<file path="src/hdl/smm_pkg.sv">
// Package for the matrix multiplier: sizes, widths and shared types.
// Used by every module under hdl; depends on nothing.
package smm_pkg;
	localparam int MaxDim = 8;
	localparam int ElemBits = 16;
	localparam int Cells = MaxDim * MaxDim;
	localparam int AddrBits = $clog2(Cells);
	localparam int DimBits = $clog2(MaxDim);
	localparam int ProdBits = 35;
	localparam int AccBits = 40;

	typedef logic [AddrBits-1:0] addr_t;
	typedef logic [DimBits-1:0] dim_idx_t;

	// Control from the sequencer to the multiply-accumulate unit.
	typedef struct packed {
		logic clear;
		logic enable;
	} mac_ctrl_t;
endpackage

</file>
<file path="src/hdl/smm_mac.sv">
// Shared multiply-accumulate unit for the matrix multiplier.
// Depends on smm_pkg.
module smm_mac (
	input logic clk,
	input smm_pkg::mac_ctrl_t ctrl,
	input logic signed [smm_pkg::ElemBits-1:0] left,
	input logic signed [smm_pkg::ElemBits-1:0] right,
	output logic signed [smm_pkg::AccBits-1:0] acc
);
	import smm_pkg::*;

	logic signed [2*ElemBits-1:0] prod_q;
	logic signed [AccBits-1:0] acc_q;

	// Product register, then accumulate; clear restarts a new dot product.
	always_ff @(posedge clk) begin
		prod_q <= left * right;
		if (ctrl.clear) begin
			acc_q <= '0;
		end else if (ctrl.enable) begin
			acc_q <= acc_q + AccBits'(prod_q);
		end
	end

	assign acc = acc_q;
endmodule

</file>
<file path="src/hdl/strassen_matrix_multiply.sv">
// Top level of the matrix multiplier: load stores, sequencer and output.
// Depends on smm_pkg and smm_mac.
//
// Usage: set size_log2 through cfg_valid/cfg_ready/cfg_data (n = 2**size_log2);
// a write drops any partly loaded matrix and holds off the input in its cycle.
// Each input transfer on in_valid/in_stall carries one A and one B element in
// row-major order. After the n*n-th transfer the block computes C = A*B
// exactly and emits n*n result transfers in row-major order on
// out_valid/out_stall, with last_of_run high on the final one. Each element is
// a dot product on one shared multiplier and accumulator: multiply-accumulate in
// ST_MAC, the result registered to the output in ST_OUT, and a wait in ST_WAIT
// until it is taken. The input stalls during compute and output. A stalled
// result holds in its register and the sequencer waits. Reset sets n to 8 and
// clears the load count; the stores need no reset.
module strassen_matrix_multiply (
	input logic clk,
	input logic arst_n,
	input logic cfg_valid,
	output logic cfg_ready,
	input logic [1:0] cfg_data,
	input logic in_valid,
	output logic in_stall,
	input logic signed [15:0] a_element,
	input logic signed [15:0] b_element,
	output logic out_valid,
	input logic out_stall,
	output logic signed [34:0] product_element,
	output logic [2:0] row_index,
	output logic [2:0] column_index,
	output logic last_of_run
);
	import smm_pkg::*;

	typedef enum logic [3:0] {
		ST_LOAD = 4'b0001,
		ST_MAC  = 4'b0010,
		ST_OUT  = 4'b0100,
		ST_WAIT = 4'b1000
	} state_t;

	state_t state_q;
	logic [1:0] size_q;
	logic [AddrBits:0] load_q;
	dim_idx_t row_q, col_q, k_q;
	logic [3:0] step_q;
	logic signed [ElemBits-1:0] left_mem [Cells];
	logic signed [ElemBits-1:0] right_mem [Cells];
	logic signed [ElemBits-1:0] left_rd_q, right_rd_q;
	logic signed [AccBits-1:0] acc;
	mac_ctrl_t mac_ctrl;
	logic in_fire, out_fire;
	logic [AddrBits:0] total;
	dim_idx_t dmax;
	logic [3:0] last_step;
	logic [AddrBits-1:0] ra, rb;

	assign total = (AddrBits+1)'(1) << (2 * size_q);
	assign dmax = dim_idx_t'(((DimBits+1)'(1) << size_q) - 1'b1);
	assign cfg_ready = state_q == ST_LOAD;
	// A configuration write takes the cycle, so the input waits.
	assign in_stall = state_q != ST_LOAD || cfg_valid;
	assign in_fire = in_valid && !in_stall;
	assign out_fire = out_valid && !out_stall;
	// Element index i*n+k is i shifted by log2(n) plus k.
	assign ra = AddrBits'(({3'b0, row_q} << size_q) | AddrBits'(k_q));
	assign rb = AddrBits'(({3'b0, k_q} << size_q) | AddrBits'(col_q));
	// After the last k is issued, its operand pair still passes the read registers
	// and the product register before the accumulator takes it.
	assign last_step = 4'(dmax) + 4'd2;

	// Operand stores, one write port and one registered read each.
	always_ff @(posedge clk) begin
		if (in_fire) begin
			left_mem[load_q[AddrBits-1:0]] <= a_element;
			right_mem[load_q[AddrBits-1:0]] <= b_element;
		end
		left_rd_q <= left_mem[ra];
		right_rd_q <= right_mem[rb];
	end

	always_comb begin
		mac_ctrl.clear = state_q != ST_MAC;
		mac_ctrl.enable = state_q == ST_MAC && step_q >= 4'd2;
	end

	smm_mac u_mac (
		.clk(clk), .ctrl(mac_ctrl), .left(left_rd_q), .right(right_rd_q), .acc(acc)
	);

	// Sequencer: load, one dot product per element, hand off to output.
	always_ff @(posedge clk or negedge arst_n) begin
		if (!arst_n) begin
			state_q <= ST_LOAD;
			size_q <= 2'd3;
			load_q <= '0;
			row_q <= '0;
			col_q <= '0;
			k_q <= '0;
			step_q <= '0;
			out_valid <= 1'b0;
			product_element <= '0;
			row_index <= '0;
			column_index <= '0;
			last_of_run <= 1'b0;
		end else begin
			unique case (state_q)
				ST_LOAD: begin
					if (cfg_valid) begin
						size_q <= cfg_data;
						load_q <= '0;
					end else if (in_fire) begin
						if (load_q + 1'b1 == total) begin
							load_q <= '0;
							state_q <= ST_MAC;
							row_q <= '0;
							col_q <= '0;
							k_q <= '0;
							step_q <= '0;
						end else begin
							load_q <= load_q + 1'b1;
						end
					end
				end
				ST_MAC: begin
					if (k_q != dmax) begin
						k_q <= k_q + 1'b1;
					end
					if (step_q == last_step) begin
						state_q <= ST_OUT;
					end else begin
						step_q <= step_q + 1'b1;
					end
				end
				ST_OUT: begin
					product_element <= acc[ProdBits-1:0];
					row_index <= 3'(row_q);
					column_index <= 3'(col_q);
					last_of_run <= row_q == dmax && col_q == dmax;
					out_valid <= 1'b1;
					state_q <= ST_WAIT;
				end
				ST_WAIT: begin
					if (out_fire) begin
						out_valid <= 1'b0;
						k_q <= '0;
						step_q <= '0;
						if (col_q != dmax) begin
							col_q <= col_q + 1'b1;
							state_q <= ST_MAC;
						end else if (row_q != dmax) begin
							col_q <= '0;
							row_q <= row_q + 1'b1;
							state_q <= ST_MAC;
						end else begin
							state_q <= ST_LOAD;
						end
					end
				end
				default: state_q <= ST_LOAD;
			endcase
		end
	end
endmodule

</file>
<file path="config.mk">
export PLATFORM = sky130hd
export DESIGN_NAME = strassen_matrix_multiply
export DESIGN_NICKNAME = d
export VERILOG_FILES = /design/src/hdl/smm_pkg.sv /design/src/hdl/smm_mac.sv /design/src/hdl/strassen_matrix_multiply.sv
export SDC_FILE = /design/constraint.sdc
export NUM_CORES = 2
export LEC_CHECK = 0
export BUFFER_PORTS_ARGS = -buffer_cell sky130_fd_sc_hd__buf_2
export CAP_MARGIN = 0
export CORE_MARGIN = 3
export CORE_UTILIZATION = 40
export CTS_CLUSTER_SIZE = 20
export DETAILED_ROUTE_END_ITERATION = 10
export GPL_TIMING_DRIVEN = 0
export HOLD_SLACK_MARGIN = 0.06
export PLACE_DENSITY = 0.65
export REMOVE_ABC_BUFFERS = 1
export SLEW_MARGIN = 20
export SYNTH_ARGS = -nofsm -noshare
export SYNTH_HDL_FRONTEND = slang
export SYNTH_HIERARCHICAL = 1
export SYNTH_SLANG_ARGS = --single-unit
</file>
<file path="constraint.sdc">
create_clock -name clk -period 16.6 [get_ports clk]
set_input_delay 2.49 -clock clk [delete_from_list [all_inputs] [get_ports clk]]
set_output_delay 2.49 -clock clk [all_outputs]
set_load 0.05 [all_outputs]
</file>
==> results.tsv <==
metric	value	unit
cts.clk_slew.worst_paths	0.06	ns
crit_path_cell_trace	nand2_1 -> inv_1 -> fa_1 -> inv_1 -> fa_1 -> fa_1 -> inv_1 -> fa_1 -> fa_1 -> inv_1 -> fa_1 -> inv_1 -> ha_1 -> a21o_1 -> a21oi_1 -> o21ai_0 -> a211oi_1 -> or3_1 -> a31oi_1 -> a21o_1 -> a21oi_1 -> xnor2_1	
holdCritPathClass	register to register	
cp_slowest_cell	dfxtp_1	
reg2regPathDepth	22	
slowest_delay	0.81	ns
slew_viol_final	0	
maxCapViolCount	0	
drc	0	
via_per_inst	5.74	
drtIter0Drc	5967	
antenna_left	0	
clk_latency	0.88	ns
regArea	65200	um^2
grt_use_met3	0.0424	
cts_max_level	4	
fp.dieW	498	um
max_slew_margin	0.181	
wl	251000	um
top_usage_layer	met2	
grt_pass1_vias	55433	
grt_pass1_wl	370000	um
cp-end-kind	register	
antenna_found_initial	18	
grt.overflow.total	0	
drt_pass1_iterations	8	
cts_hold_buf	0	
row_count	179	
tns	0	ns
place_hpwl	164000	um
clockBufferDepth	3	
synth_cells	6122	
finalCriticalPeriod	6.67	ns
vias	55336	
clock_sinks	2216	
path_common_cell	fa_1	
use_met1	0.272	
crit_arrival	7.44	ns
finalHoldViolations	0	
yosys_warnings	6	
crit_type	register to register	
fill_cells	20072	
cp-startpoint	right_rd_q[1]	
cts_setup_buffers	0	
grt_max_degree	69	
hp-start	u_mac/acc[3]	
port-buffer-count	83	
drive_gt1_frac	0.151	
cts_tree	done	
path_max_fanout	16	
crit_buf_inv	5	
grtUsageTotal	0.200	
fin_crit_sh	0.402	
r2r_setup_slack	9.93	ns
cts_inserted_buffers	208	
finalSetupViolCount	0	
final_core_util	0.469	
timing.fmax	150	MHz
netlist_area	96600	um^2
hold_path_end	product_element[3]	
fin_skew	0.0938	ns
dieArea	248000	um^2
start_util	0.404	
required	17.36	ns
nets	6724	
timing.rr.start	right_rd_q[1]	
status	completed	
core	239000	um^2
rsz0062_at_grt	no	
r2r_end	u_mac/prod_q[31]	
root_buffer	clkbuf_16	
wl_per_cell	26.0	um
start_kind	register	
avgSynthCellArea	15.8	um^2
cts_resized	0	
crit_family	adder cells	
worst_slew_pin_slew	1.21	ns
min_path_cells	2	
globalRouteMet2Util	0.318	
io_pins	84	
area_growth	16.1	%
multi_input_area	29500	um^2
dieHeight	498	um
place_congestion	0.807	
sequential cells by signal, summed over array words and instances, names as in the netlist, 4 cells and up:
name / count
right_rd_q: 16
u_mac/acc: 35
load_q: 7
state_q: 4
right_mem: 1024
step_q: 4
u_mac/prod_q: 32
product_element: 35
left_rd_q: 16
left_mem: 1024
worst reg2reg max path, cell delays in order (launching register included):
cell,delay [ns]
dfxtp_1,0.81
nand2_1,0.22
inv_1,0.18
fa_1,0.43
inv_1,0.09
fa_1,0.41
fa_1,0.51
inv_1,0.05
fa_1,0.47
fa_1,0.54
inv_1,0.05
fa_1,0.52
inv_1,0.04
ha_1,0.38
a21o_1,0.19
a21oi_1,0.14
o21ai_0,0.11
a211oi_1,0.59
or3_1,0.27
a31oi_1,0.12
a21o_1,0.20
a21oi_1,0.16
xnor2_1,0.13
cell usage in the layout, fill, tap and decap left out, types with 15 or more instances in the layout:
| master | instances |
|---|---|
| or3_1 | 23 |
| o41ai_1 | 24 |
| clkinv_2 | 29 |
| xor2_1 | 20 |
| inv_1 | 319 |
| nor2_4 | 66 |
| a211oi_1 | 151 |
| buf_16 | 103 |
| buf_12 | 97 |
| a311o_1 | 15 |
| nor3_1 | 21 |
| ha_1 | 123 |
| nor2_1 | 89 |
| buf_2 | 63 |
| o31ai_1 | 18 |
| xnor2_1 | 44 |
| nand3_1 | 39 |
| a21oi_1 | 108 |
| nand2b_1 | 21 |
| fa_1 | 263 |
| a311oi_1 | 128 |
| mux4_2 | 223 |
| o221ai_1 | 61 |
| edfxtp_1 | 2048 |
| nand4_1 | 28 |
| o21ai_0 | 102 |
| dfrtp_1 | 65 |
| clkbuf_16 | 208 |
| o22ai_1 | 84 |
| mux2i_1 | 307 |
| clkinv_1 | 59 |
| and2_1 | 255 |
| dfxtp_1 | 99 |
| a21o_1 | 34 |
| buf_4 | 45 |
| o2111ai_1 | 15 |
| o21a_1 | 23 |
| nand2_1 | 626 |
| a22oi_1 | 94 |
| clkbuf_1 | 45 |
cell type report:
type / instances / area share
clock inverters: 123 / 0.0104
diodes: 6 / 0.000134
repair buffers: 326 / 0.0506
clock buffers: 258 / 0.0485
flip-flops and latches: 2216 / 0.581
well taps: 3167 / 0.0353
inverters: 322 / 0.0108
multi-input cells: 3225 / 0.263
per-stage QoR:
step / area, um^2 / cells / setup slack, ns / hold slack (ns)
after floorplan: 95100 / 5763 / -6.21 / 0.425
after global placement: 99500 / 9013 / -19.22 / 0.443
after detailed placement: 105000 / 9255 / 9.92 / 0.448
after CTS: 112000 / 9636 / 9.92 / 0.460
after global routing: 112000 / 9638 / 9.55 / 0.478
final: 112000 / 9643 / 9.93 / 0.453
layer usage:
metal	share of wire	wire length (um)
met3	0.087	21800
met4	0.039	9710
met2	0.47	118000
met1	0.41	102000
met5	0.00016	41
worst max-delay path by stage:
stage	end	slack [ns]	cells after the start
3_5_place_dp	u_mac/prod_q[30]	9.92	20
6_report	u_mac/prod_q[31]	9.93	22
4_1_cts	u_mac/prod_q[31]	9.92	22
5_1_grt	u_mac/prod_q[31]	9.55	22
3_3_place_gp	left_rd_q[2]	-19.22	6
2_1_floorplan	left_rd_q[10]	-6.21	6
Power is not shown: default switching activity piles up to over one toggle a cycle in this logic, so the estimate is an artifact.
